===== config.mk =====
export PLATFORM = sky130hd
export DESIGN_NAME = tmis_ctrl
export DESIGN_NICKNAME = d
export VERILOG_FILES = /design/src/rtl/tmis_pkg.sv /design/src/rtl/tmis_ctrl.sv
export SDC_FILE = /design/constraint.sdc
export NUM_CORES = 1
export LEC_CHECK = 0
export BUFFER_PORTS_ARGS = -buffer_cell sky130_fd_sc_hd__buf_4
export CORE_MARGIN = 3
export CORE_UTILIZATION = 25
export CTS_CLUSTER_DIAMETER = 80
export DETAILED_ROUTE_END_ITERATION = 16
export GPL_TIMING_DRIVEN = 0
export RECOVER_POWER = 25
export SYNTH_ARGS = -nofsm -noshare
export SYNTH_HDL_FRONTEND = slang
export SYNTH_SLANG_ARGS = --single-unit
export TNS_END_PERCENT = 20

===== constraint.sdc =====
create_clock -name clk -period 2.4 [get_ports clk]
set_clock_uncertainty 0.15 [all_clocks]
set_input_delay 0.24 -clock clk [delete_from_list [all_inputs] [get_ports clk]]
set_output_delay 0.24 -clock clk [all_outputs]
set_load 0.005 [all_outputs]

===== src/rtl/tmis_pkg.sv =====
// Shared types, constants and command structs for the tape interpreter step unit.
package tmis_pkg;

	localparam int unsigned ProgramDepthDefault = 1024;
	localparam int unsigned TapeCellsDefault    = 128;

	localparam logic [1:0] OP_APPEND = 2'd0;
	localparam logic [1:0] OP_STEP   = 2'd1;
	localparam logic [1:0] OP_REWIND = 2'd2;
	localparam logic [1:0] OP_CLEAR  = 2'd3;

	localparam logic [2:0] ST_READY    = 3'd0;
	localparam logic [2:0] ST_FINISHED = 3'd1;
	localparam logic [2:0] ST_DIVZERO  = 3'd2;
	localparam logic [2:0] ST_RANGE    = 3'd3;
	localparam logic [2:0] ST_UNMATCH  = 3'd4;
	localparam logic [2:0] ST_FULL     = 3'd5;

	localparam logic [7:0] CH_RIGHT   = 8'h3E;
	localparam logic [7:0] CH_RIGHT_N = 8'h6E;
	localparam logic [7:0] CH_LEFT    = 8'h3C;
	localparam logic [7:0] CH_LEFT_P  = 8'h70;
	localparam logic [7:0] CH_INC     = 8'h2B;
	localparam logic [7:0] CH_DEC     = 8'h2D;
	localparam logic [7:0] CH_OUT     = 8'h2E;
	localparam logic [7:0] CH_OUT_O   = 8'h6F;
	localparam logic [7:0] CH_IN      = 8'h2C;
	localparam logic [7:0] CH_IN_I    = 8'h69;
	localparam logic [7:0] CH_OPEN    = 8'h5B;
	localparam logic [7:0] CH_CLOSE   = 8'h5D;
	localparam logic [7:0] CH_CLOSE_Z = 8'h29;
	localparam logic [7:0] CH_MUL     = 8'h2A;
	localparam logic [7:0] CH_DIV     = 8'h2F;

	// datapath commands, one-hot-ish per cycle from controller
	typedef struct packed {
		logic load_in;     // capture input word
		logic append;      // write program char
		logic rewind;      // start tape clear
		logic clear_prog;
		logic fetch;       // read program at pc and tape at ptr
		logic exec;        // decode and apply instruction
		logic div_start;
		logic div_step;
		logic div_done;
		logic scan_start;
		logic scan_read;   // issue program read at scan index
		logic scan_eval;   // evaluate read character
		logic clr_step;
		logic result;      // capture result word
	} tmis_cmd_t;

	typedef struct packed {
		logic need_div;
		logic need_scan;
		logic div_last;
		logic scan_done;
		logic clr_last;
	} tmis_sts_t;

endpackage


===== src/rtl/tmis_ctrl.sv =====
// Controller state machine sequencing each word through the datapath.
module tmis_ctrl import tmis_pkg::*; (
	input  logic       clk,
	input  logic       arst_n,
	input  logic       in_valid,
	output logic       in_ready,
	input  logic [1:0] in_op,
	output logic       out_valid,
	input  logic       out_ready,
	input  tmis_sts_t  sts,
	output tmis_cmd_t  cmd
);
	typedef enum logic [9:0] {
		S_IDLE  = 10'b0000000001,
		S_FETCH = 10'b0000000010,
		S_EXEC  = 10'b0000000100,
		S_DIV   = 10'b0000001000,
		S_SREAD = 10'b0000010000,
		S_SEVAL = 10'b0000100000,
		S_CLR   = 10'b0001000000,
		S_RES   = 10'b0010000000,
		S_DIVF  = 10'b0100000000,
		S_INIT  = 10'b1000000000
	} state_t;

	state_t state_q, state_d;
	logic   out_valid_q;

	assign out_valid = out_valid_q;
	// next word enters only once the result slot is empty or being emptied
	assign in_ready  = (state_q == S_IDLE) && (!out_valid_q || out_ready);

	always_comb begin
		state_d = state_q;
		cmd = '0;
		unique case (state_q)
			S_INIT: begin
				// tape clearing sweep after reset
				cmd.clr_step = 1'b1;
				if (sts.clr_last) state_d = S_IDLE;
			end
			S_IDLE: begin
				if (in_valid && in_ready) begin
					cmd.load_in = 1'b1;
					unique case (in_op)
						OP_APPEND: begin cmd.append = 1'b1; state_d = S_RES; end
						OP_STEP:   begin cmd.fetch = 1'b1; state_d = S_FETCH; end
						OP_REWIND: begin cmd.rewind = 1'b1; state_d = S_CLR; end
						OP_CLEAR:  begin cmd.clear_prog = 1'b1; state_d = S_RES; end
						default: state_d = S_RES;
					endcase
				end
			end
			S_FETCH: state_d = S_EXEC;
			S_EXEC: begin
				if (sts.need_div) begin
					cmd.div_start = 1'b1;
					state_d = S_DIV;
				end else if (sts.need_scan) begin
					cmd.scan_start = 1'b1;
					state_d = S_SREAD;
				end else begin
					cmd.exec = 1'b1;
					state_d = S_RES;
				end
			end
			S_DIV: begin
				cmd.div_step = 1'b1;
				if (sts.div_last) state_d = S_DIVF;
			end
			S_DIVF: begin
				cmd.div_done = 1'b1;
				state_d = S_RES;
			end
			S_SREAD: begin
				if (sts.scan_done) begin
					state_d = S_RES;
				end else begin
					cmd.scan_read = 1'b1;
					state_d = S_SEVAL;
				end
			end
			S_SEVAL: begin
				cmd.scan_eval = 1'b1;
				state_d = S_SREAD;
			end
			S_CLR: begin
				cmd.clr_step = 1'b1;
				if (sts.clr_last) state_d = S_RES;
			end
			S_RES: begin
				cmd.result = 1'b1;
				state_d = S_IDLE;
			end
			default: state_d = S_IDLE;
		endcase
	end

	always_ff @(posedge clk or negedge arst_n) begin
		if (!arst_n) begin
			state_q     <= S_INIT;
			out_valid_q <= 1'b0;
		end else begin
			state_q <= state_d;
			if (cmd.result) out_valid_q <= 1'b1;
			else if (out_ready) out_valid_q <= 1'b0;
		end
	end
endmodule


Word level (Yosys, flattened, before mapping)

Index checks and enable logic that the tools add are counted.

Equal/unequal tests: 17
Muxes and demuxes: 31
Reduce and logical (&&, ||, !) cells: 9

Operators with widths:

| cell                 | count |
|---|---|
| $pmux 10 s9          | 1 |
| $mux 10              | 5 |
| $pmux 10 s3          | 1 |
| $mux 1               | 19 |
| $mux 8               | 2 |
| $eq 10x1->1 const B  | 1 |
| $eq 10x10->1 const B | 1 |
| $eq 10x2->1 const B  | 1 |
| $eq 10x3->1 const B  | 1 |
| $eq 10x4->1 const B  | 1 |
| $eq 10x5->1 const B  | 1 |
| $eq 10x6->1 const B  | 1 |
| $eq 10x7->1 const B  | 1 |
| $eq 10x8->1 const B  | 1 |
| $eq 10x9->1 const B  | 1 |
| $mux 5               | 2 |
| $ne 2x2->1 const B   | 3 |
| $eq 2x2->1 const B   | 2 |
| $reduce_and 4->1     | 1 |
| $reduce_or 2->1      | 2 |
| $eq 2x1->1 const B   | 1 |
| $logic_and 1x1->1    | 2 |
| $logic_not 2->1      | 1 |
| $mux 2               | 1 |
| other kinds (4)      | 4 |

Input bits: 11
Output and inout bits: 16
Register bits: 11
Logic and storage cells: 59

Depth between registers and ports, before layout

Gate-level depths: netlist of run 1.

Depth in word-level cells: 6
Mapped depth: 5
Gate-level depth less buffers: 5

Least setup slack after synthesis of run 1

Ideal clock, no wire load.

Path type: register to output
Start: register state_q[4]
End: output port cmd[10] in the netlist's numbering
Stages on the path, launching flop included: 5
Data required time: 2.010 ns
Arrival time: 1.561 ns
Setup slack: 0.449 ns
Cells stage by stage: dfrtp_1 -> nor4_2 -> nand3_1 -> nor3_2 -> and2_1

RTL lines:

| what                   | RTL line         | text |
|---|---|---|
| start, declared        | tmis_ctrl.sv:26  | `state_t state_q, state_d;` |
| start signal, assigned | tmis_ctrl.sv:104 | `state_q <= state_d;` |
| end, declared          | tmis_ctrl.sv:11  | `output tmis_cmd_t cmd` |

==> reports/qor.yml, run 1 <==
status:
  outcome: "finished, final reports clean"
placement:
  portBuffers: 26
  hpwl_um: 1600
  gp_congestion: 0.905
  dp.cells: 154
  dp_slack_ns: -0.0444
timing:
  hold_viol_final: 0
  slew_headroom_pct: 59.4
  hold_ws_ns: 0.0289
  fin_crit_ns: 2.31
  drv_slew: 0
  finalSetupViolCount: 0
  rsz0062_at_grt: "yes"
  fin_crit_sh_pct: 96.1
  fin_ws_ns: 0.0928
  fmax_mhz: 433
  tightest_slew_ns: 0.609
synthesis:
  async_flop_share_pct: 100
  synth_cells: 84
  yosys.area_share.xor_xnor_pct: 3.24
  synth_cell_types: 37
  synth.top_cells.by_count: "dfrtp_1, and2_1, nor2_1"
  synth.ff_latch_count: 11
  yosysSeqAreaShare_pct: 34.1
  syn_area_per_cell_um2: 9.67
  ys_warn_count: 0
  ys.flop_type: "dfrtp_1"
  synth_fp_nets: 100
  yosysTopAreaCellShare_pct: 30.8
  synthesis.area_um2: 812
  synth_compound_area_share_pct: 11.7
  synth_edf_count: 0
  synth_top_family_by_area: "simple AND/OR/NAND/NOR gates"
  synth_simple_gate_area_share_pct: 39.0
  synth.most_common_cell: "dfrtp_1"
  yosysTopAreaCell: "dfrtp_1"
  synthAdderAreaFrac_pct: 7.70
  synthTopCellsByArea: "dfrtp_1, ha_1, and2_1"
  synthMuxAreaShare_pct: 1.39
cts:
  clk_latency_ns: 0.28
  cts_buffers: 3
  clk_pin_slew_ns: 0.08
  clockRootBuffer: "clkbuf_4"
  cts_buffer_depth: 2
  cts_max_level: 1
  clock_sinks: 11
  cts_tree: "done"
die:
  die_x_um: 63.0
  start_util_pct: 26.4
  boundaryPins: 27
  fp-row-count: 20
  die_h_um: 63.0
  die-area_mm2: 0.00397
  core_area_mm2: 0.00308
worst_hold_path:
  hold_path.class: "in2reg"
setup_path:
  crit_family: "simple AND/OR/NAND/NOR gates"
  crit_chain: "or4b_4 -> nor4_4 -> and3b_1 -> buf_4"
  crit_arrival_ns: 1.92
  path_class: "reg2out"
  cp.required_ns: 2.01
  endpoint_kind: "primary output"
  slowest_delay_ns: 0.59
  worst-path-buf-inv: 1
  critPathSlowestCell: "or4b_4"
  startpoint_type: "flip-flop"
  path_max_fanout: 6
power_and_ir_drop:
  leakage_nw: 0.575
  p_per_area_mw_per_mm2: 724
  vdd_drop_max_v: 0.000258
detailed_routing:
  drtIter0Drc: 20
  routedWlPerCell_um: 13.2
  ant_nets: 0
  num_vias: 760
  routed_wl_um: 2150
  drcViolationCount: 0
  viasPerCell: 4.66
  drt_pass1_iterations: 4
global_routing:
  grt_start_max_net_pins: 12
  grt_pass1_wl_um: 3510
  grt_util_all_layers_pct: 11.7
  grt_pass1_vias: 745
  antenna_found_initial: 0
  grt-ovfl-total: 0
finish:
  area_growth_pct: 45.3
  drive_above_1_share_pct: 42.0
  layout.cells.non_filler: 163
  fin_nets: 136
  multiInputGateArea_um2: 561
  seqCellArea_um2: 280
  antenna_cells: 0
  fill_cells: 323
job:
  drv_cap: 0
## cells in the final DEF (no fill, tap or decap), types with 2 or more instances in the layout
| cell type | Yosys | layout |
|---|---|---|
| buf_4 | 0 | 28 |
| and2_1 | 8 | 8 |
| nor2_1 | 7 | 7 |
| dfrtp_1 | 10 | 7 |
| inv_1 | 5 | 5 |
| ha_1 | 5 | 5 |
| nor4_4 | 1 | 3 |
| nand2_1 | 3 | 3 |
| nor2b_1 | 3 | 3 |
| or2_2 | 3 | 3 |
| clkbuf_4 | 0 | 3 |
| dfrtp_2 | 0 | 3 |
| nor3_1 | 2 | 2 |
| nand2b_1 | 2 | 2 |
| nor4b_1 | 3 | 2 |
| and3_1 | 2 | 2 |
| or3_1 | 2 | 2 |
| xor2_1 | 2 | 2 |
| nand4b_1 | 2 | 2 |
| o31ai_1 | 2 | 2 |
| o21ai_0 | 2 | 2 |
| clkbuf_1 | 0 | 2 |
| dlygate4sd3_1 | 0 | 2 |
## worst register-to-register path, cell delays in order (launching register included)
cell and delay (ns):
dfrtp_1 0.46, nor4_4 0.31, buf_4 0.17, buf_4 0.13
nand4b_1 0.23, o311ai_4 0.16, mux2_1 0.35
## where the power goes
| group | leakage [nW] | total (mW) | switching [mW] | internal [mW] |
|---|---|---|---|---|
| Combinational | 0.420 | 0.472 | 0.242 | 0.230 |
| Clock | 0.0150 | 0.133 | 0.0687 | 0.0645 |
| Sequential | 0.140 | 0.250 | 0.0353 | 0.215 |
## final timing paths
| kind | startpoint | to | slack, ns | cells past startpoint |
|---|---|---|---|---|
| min in group asynchronous | arst_n | state_q[3] | 0.35 | 2 |
| worst min-delay path | sts[2] | state_q[8] | 0.03 | 2 |
| worst max-delay path | state_q[4] | cmd[4] | 0.09 | 4 |
| worst max register to register | state_q[7] | state_q[6] | 0.32 | 6 |
| max in group asynchronous | arst_n | state_q[2] | 1.32 | 2 |
| worst min register to register | state_q[9] | state_q[9] | 0.40 | 1 |
## metrics by stage
step	utilization [%]	TNS, ns	power [mW]	instance area [um2]
4_1_cts	38.0	0	0.857	1170
3_3_place_gp	34.5	0	0.651	1060
2_1_floorplan	-	0	0.514	812
5_1_grt	38.3	-0.0185	0.920	1180
3_5_place_dp	34.5	-0.175	0.653	1060
6_report	38.3	0	0.855	1180
## state kept, by name, summed over array words and instances, names as in the netlist
register   count
out_valid      1
state_q       10
## cell type report
cell class	instances	area share [%]
plain buffers	1	0.424
clock buffers	4	2.23
inverters	5	1.59
multi-input cells	67	47.5
flip-flops and latches	11	23.8
well taps	44	4.67
repair buffers	31	19.8
## logic make-up (layout without fill, tap and decap cells)
family,count (synthesis),count (layout)
multiplexers,1,1
adder cells (fa/ha/maj),5,5
AO/OA/AOI/OAI,10,10
flip-flops,11,11
buffers and inverters,6,41
XOR/XNOR,3,3
AND/OR/NAND/NOR,48,48
## metal layers
metal | wire (um) | GRT usage (%)
met1 | 964 | 13.6
met2 | 1010 | 17.8
met3 | 124 | 3.60
met4 | 49 | 8.82
met5 | 0 | 0
## timing repair
action	in CTS	in global routing
hold buffers	2	0
buffers inserted	3	0
hold endpoints to repair	12	0
pin swaps	2	2
endpoints found under the setup margin	8	5
gates resized for setup	6	5
Note: power is estimated with default switching activity, not from simulation.
==> run 2: changes to the inputs <==
--- a/config.mk
+++ b/config.mk
@@ -7,10 +7,11 @@
 export LEC_CHECK = 0
 export BUFFER_PORTS_ARGS = -buffer_cell sky130_fd_sc_hd__buf_4
 export CORE_MARGIN = 3
-export CORE_UTILIZATION = 25
+export CORE_UTILIZATION = 49
 export CTS_CLUSTER_DIAMETER = 80
 export DETAILED_ROUTE_END_ITERATION = 16
 export GPL_TIMING_DRIVEN = 0
+export PLACE_DENSITY = 0.78
 export RECOVER_POWER = 25
 export SYNTH_ARGS = -nofsm -noshare
 export SYNTH_HDL_FRONTEND = slang
==> run 2 against run 1 <==
Compared with the run above:
- critical path depth rose by 1
- worst hold slack got worse by 0.0065 ns
- global-route usage rose by 8.1 points
- sequential share of layout area rose by 0.51 points
- non-clock buffer count rose by 3
- first-iteration DRC count fell by 30%
- combinational power rose by 4%
- sequential power fell by 2%
- largest power group unchanged
==> reports/qor.yml, run 2 (synthesis gave the netlist of run 1 again) <==
status:
  outcome: "finished, final reports clean"
worst_hold_path:
  hold_path.class: "in2reg"
global_routing:
  grt_pass1_wl_um: 3020
  grt-ovfl-total: 0
  grt_util_all_layers_pct: 19.8
  grt_start_max_net_pins: 12
  grt_pass1_vias: 674
  antenna_found_initial: 0
finish:
  fin_nets: 139
  top_register: "state_q"
  final_core_util_pct: 74.6
  layout.cells.non_filler: 138
  antenna_cells: 0
  largest_reg_flops: 10
  mostFrequentLayoutCells: "buf_4, and2_1, dfrtp_1"
  layout_commonest_cell: "buf_4"
  area_growth_pct: 41.6
  drive_above_1_share_pct: 41.0
timing:
  finalSetupTns_ns: 0
  drv_slew: 0
  fin_crit_ns: 2.30
  tightest_slew_ns: 0.654
  hold_viol_final: 0
  rsz0062_at_grt: "yes"
  slew_headroom_pct: 56.4
  fin_crit_sh_pct: 95.6
  finalSetupViolCount: 0
  fmax_mhz: 436
power_and_ir_drop:
  vdd_drop_max_v: 0.000457
  seq_power_share_pct: 28.3
  clkPwrFrac_pct: 15.5
  leakage_nw: 0.588
  p_int_mw: 0.526
  switchingPower_mw: 0.346
  switching_share_pct: 39.7
  p_per_area_mw_per_mm2: 758
  combPwrFrac_pct: 56.2
die:
  start_util_pct: 52.7
  die_h_um: 46.7
  die-area_mm2: 0.00218
  fp-row-count: 14
  core_area_mm2: 0.00154
  die_x_um: 46.7
  boundaryPins: 27
cts:
  clk_latency_ns: 0.28
  cts_buffer_depth: 2
  cts_tree: "done"
  clock_sinks: 11
  clk_pin_slew_ns: 0.08
  cts_max_level: 1
  clockRootBuffer: "clkbuf_4"
  cts_buffers: 3
placement:
  hpwl_um: 1390
  dp.cells: 126
  gp_congestion: 0.805
  portBuffers: 26
setup_path:
  cp.required_ns: 2.01
  startpoint_type: "flip-flop"
  endpoint_kind: "primary output"
  crit_arrival_ns: 1.91
  slowest_delay_ns: 0.59
  critPathSlowestCell: "or4_1"
  path_max_fanout: 7
  crit_chain: "buf_2 -> or4_1 -> nor4_2 -> and3b_1 -> buf_4"
  crit_family: "simple AND/OR/NAND/NOR gates"
  path_class: "reg2out"
  rrSetupSlack_ns: 0.24
  worst-path-buf-inv: 2
detailed_routing:
  ant_nets: 0
  routed_wl_um: 1950
  num_vias: 781
  drtIter0Drc: 14
  drt_pass1_iterations: 4
  viasPerCell: 5.66
  drcViolationCount: 0
  routedWlPerCell_um: 14.2
job:
  drv_cap: 0
-- run 2: final timing paths --
check / startpoint / end / cells after the start
setup reg to reg: state_q[3] / state_q[6] / 5
hold / removal: sts[2] / state_q[8] / 2
hold reg to reg: state_q[9] / state_q[9] / 1
min in group asynchronous: arst_n / state_q[5] / 2
setup / recovery: state_q[6] / cmd[4] / 5
max in group asynchronous: arst_n / state_q[2] / 2
-- run 2: layout make-up --
class                           count  area [um2]
Multi-Input combinational cell     67         544
Fill cell                         114         392
Sequential cell                    11         279
Timing Repair Buffer               34         256
Clock buffer                        4        26.3
Tap cell                           16        20.0
Inverter                            5        18.8
Buffer                              1        5.00
-- run 2: power by group through the flow --
stage / logic (mW) / registers, mW / clock network, mW
after floorplan: 0.274 / 0.241 / 0
after CTS: 0.422 / 0.244 / 0.134
final: 0.490 / 0.246 / 0.135
after global routing: 0.538 / 0.252 / 0.141
after global placement: 0.395 / 0.244 / 0
after detailed placement: 0.401 / 0.245 / 0
-- run 2: stage by stage --
step           power [mW]  setup slack [ns]  area, um2  hold WS [ns]
2_1_floorplan       0.514             0.449        812        -0.206
3_3_place_gp        0.640             0.126       1030       -0.0670
3_5_place_dp        0.646             0.133       1030       -0.0659
4_1_cts             0.800           0.00718       1100        0.0221
5_1_grt             0.930           -0.0248       1150        0.0261
6_report            0.871             0.105       1150        0.0224
-- run 2: what timing repair did --
action                                  CTS  global route
hold buffers                              2             0
endpoints found under the hold margin    12             0
gates resized for setup                   4             3
endpoints found under the setup margin    6             7
pin swaps                                 1             5
setup buffers                             0             6
-- run 2: routing by layer --
| layer | routed length, um | vias to the layer above | global-route usage [%] | part of all wire [%] |
|---|---|---|---|---|
| met5 | 0 | - | 0 | 0 |
| met4 | 46 | 0 | 11.6 | 2.4 |
| met3 | 151 | 7 | 5.08 | 7.7 |
| met2 | 886 | 35 | 27.7 | 45 |
| met1 | 868 | 359 | 27.3 | 44 |
| li1 | - | 380 | - | - |
==> run 3: changes to the inputs <==
--- a/config.mk
+++ b/config.mk
@@ -7,12 +7,10 @@
 export LEC_CHECK = 0
 export BUFFER_PORTS_ARGS = -buffer_cell sky130_fd_sc_hd__buf_4
 export CORE_MARGIN = 3
-export CORE_UTILIZATION = 49
+export CORE_UTILIZATION = 25
 export CTS_CLUSTER_DIAMETER = 80
 export DETAILED_ROUTE_END_ITERATION = 16
 export GPL_TIMING_DRIVEN = 0
-export PLACE_DENSITY = 0.78
-export RECOVER_POWER = 25
 export SYNTH_ARGS = -nofsm -noshare
 export SYNTH_HDL_FRONTEND = slang
 export SYNTH_SLANG_ARGS = --single-unit
==> run 3 against run 2 <==
Compared with the run above:
- sequential share of layout area fell by 0.59 points
- fmax shrank 0.51%
- routed wire length rose by 10%
- combinational power is 3% lower
- sequential power is 2% higher
- critical path depth fell by 1
- cell area increased by 2.9%
- non-clock buffer count fell by 3
- sequential cell count did not move
==> reports/qor.yml, run 3 (synthesis gave the netlist of run 1 again) <==
status:
  outcome: "finished, final reports clean"
setup_path:
  r2r-end: "state_q[6]"
  crit_start: "state_q[4]"
  r2r_cells: 6
  rr_startpoint: "state_q[7]"
  worst-path-buf-inv: 1
  slowest_delay_ns: 0.59
  cp.required_ns: 2.01
  path_class: "reg2out"
  crit_family: "simple AND/OR/NAND/NOR gates"
  crit_arrival_ns: 1.92
  crit_chain: "or4b_4 -> nor4_4 -> and3b_1 -> buf_4"
  critPathSlowestCell: "or4b_4"
  rrSetupSlack_ns: 0.32
  critical_path_depth: 4
  path_max_fanout: 6
  startpoint_type: "flip-flop"
  endpoint_kind: "primary output"
  cp-endpoint: "cmd[4]"
timing:
  tightest_slew_ns: 0.401
  fmax_mhz: 433
  hold_viol_final: 0
  fin_crit_sh_pct: 96.1
  slew_headroom_pct: 73.2
  finalSetupViolCount: 0
  rsz0062_at_grt: "yes"
  fin_ws_ns: 0.0927
  drv_slew: 0
  fin_crit_ns: 2.31
cts:
  cts_max_level: 1
  cts_tree: "done"
  clockRootBuffer: "clkbuf_4"
  cts_buffers: 3
  clk_pin_slew_ns: 0.08
  clock_sinks: 11
  cts_buffer_depth: 2
  clk_latency_ns: 0.28
power_and_ir_drop:
  clkPwrFrac_pct: 15.6
  combPwrFrac_pct: 55.2
  vdd_drop_max_v: 0.000258
  switching_share_pct: 40.4
  leakage_nw: 0.578
  p_per_area_mw_per_mm2: 723
  switchingPower_mw: 0.346
  seq_power_share_pct: 29.2
  p_int_mw: 0.510
finish:
  antenna_cells: 0
  layout_commonest_cell: "buf_4"
  final_core_util_pct: 38.5
  top_register: "state_q"
  area_growth_pct: 45.8
  fin_nets: 136
  drive_above_1_share_pct: 42.9
  layout.cells.non_filler: 163
  largest_reg_flops: 10
  seqCellArea_um2: 280
  multiInputGateArea_um2: 561
  mostFrequentLayoutCells: "buf_4, and2_1, nor2_1, dfrtp_1"
  fill_cells: 321
worst_hold_path:
  min_path_cells: 2
  worstHoldStart: "sts[2]"
  hold_path.class: "in2reg"
detailed_routing:
  ant_nets: 0
  routedWlPerCell_um: 13.2
  viasPerCell: 4.68
  num_vias: 763
  routed_wl_um: 2150
  drcViolationCount: 0
  drt_pass1_iterations: 4
  drtIter0Drc: 20
placement:
  hpwl_um: 1600
  portBuffers: 26
  dp_slack_ns: -0.0444
  gp_congestion: 0.905
  dp.cells: 154
global_routing:
  grt_pass1_wl_um: 3510
  antenna_found_initial: 0
  grt_pass1_vias: 745
  grt_util_all_layers_pct: 11.7
  grt-ovfl-total: 0
  grt_start_max_net_pins: 12
die:
  boundaryPins: 27
  core_area_mm2: 0.00308
  start_util_pct: 26.4
  fp-row-count: 20
  die-area_mm2: 0.00397
  die_x_um: 63.0
  die_h_um: 63.0
job:
  drv_cap: 0
run 3: area by class of cell:
class / instances / area share [%]
multi-input combinational: 67 / 47.4
sequential: 11 / 23.7
timing repair buffer: 31 / 20.1
tap: 44 / 4.65
clock buffer: 4 / 2.22
inverter: 5 / 1.59
buffer: 1 / 0.423
run 3: metrics by stage:
step	setup TNS, ns	instance area, um2	power, mW	hold WS, ns
2_1_floorplan	0	812	0.514	-0.206
3_3_place_gp	0	1060	0.651	-0.0670
3_5_place_dp	-0.175	1060	0.653	-0.0669
4_1_cts	0	1170	0.857	0.0254
5_1_grt	-0.0185	1180	0.921	0.0308
6_report	0	1180	0.856	0.0285
run 3: power groups by stage:
stage / combinational (mW) / sequential (mW) / clock, mW
after floorplan: 0.274 / 0.241 / 0
after global placement: 0.405 / 0.246 / 0
after detailed placement: 0.407 / 0.247 / 0
after CTS: 0.471 / 0.249 / 0.137
after global routing: 0.517 / 0.256 / 0.148
final: 0.473 / 0.250 / 0.133
run 3: per-layer routing:
metal  share of wire [%]  track usage [%]  up-vias
li1                    -                -      373
met3                 5.8             3.60        5
met5                   0                0        -
met1                  45             13.6      357
met4                 2.3             8.82        0
met2                  47             17.8       28
run 3: worst min path at each step:
| stage | slack (ns) | endpoint |
|---|---|---|
| 4_1_cts | 0.03 | state_q[8] |
| 3_5_place_dp | -0.07 | state_q[4] |
| 3_3_place_gp | -0.07 | state_q[3] |
| 2_1_floorplan | -0.21 | out_valid |
| 5_1_grt | 0.03 | state_q[8] |
| 6_report | 0.03 | state_q[8] |
run 3: timing repair:
item | 4_1_cts | 5_1_grt
setup endpoints to repair | 8 | 5
buffers inserted | 3 | 0
resized for setup | 6 | 5
pin swaps | 2 | 2
hold buffers | 2 | 0
endpoints found under the hold margin | 12 | 0
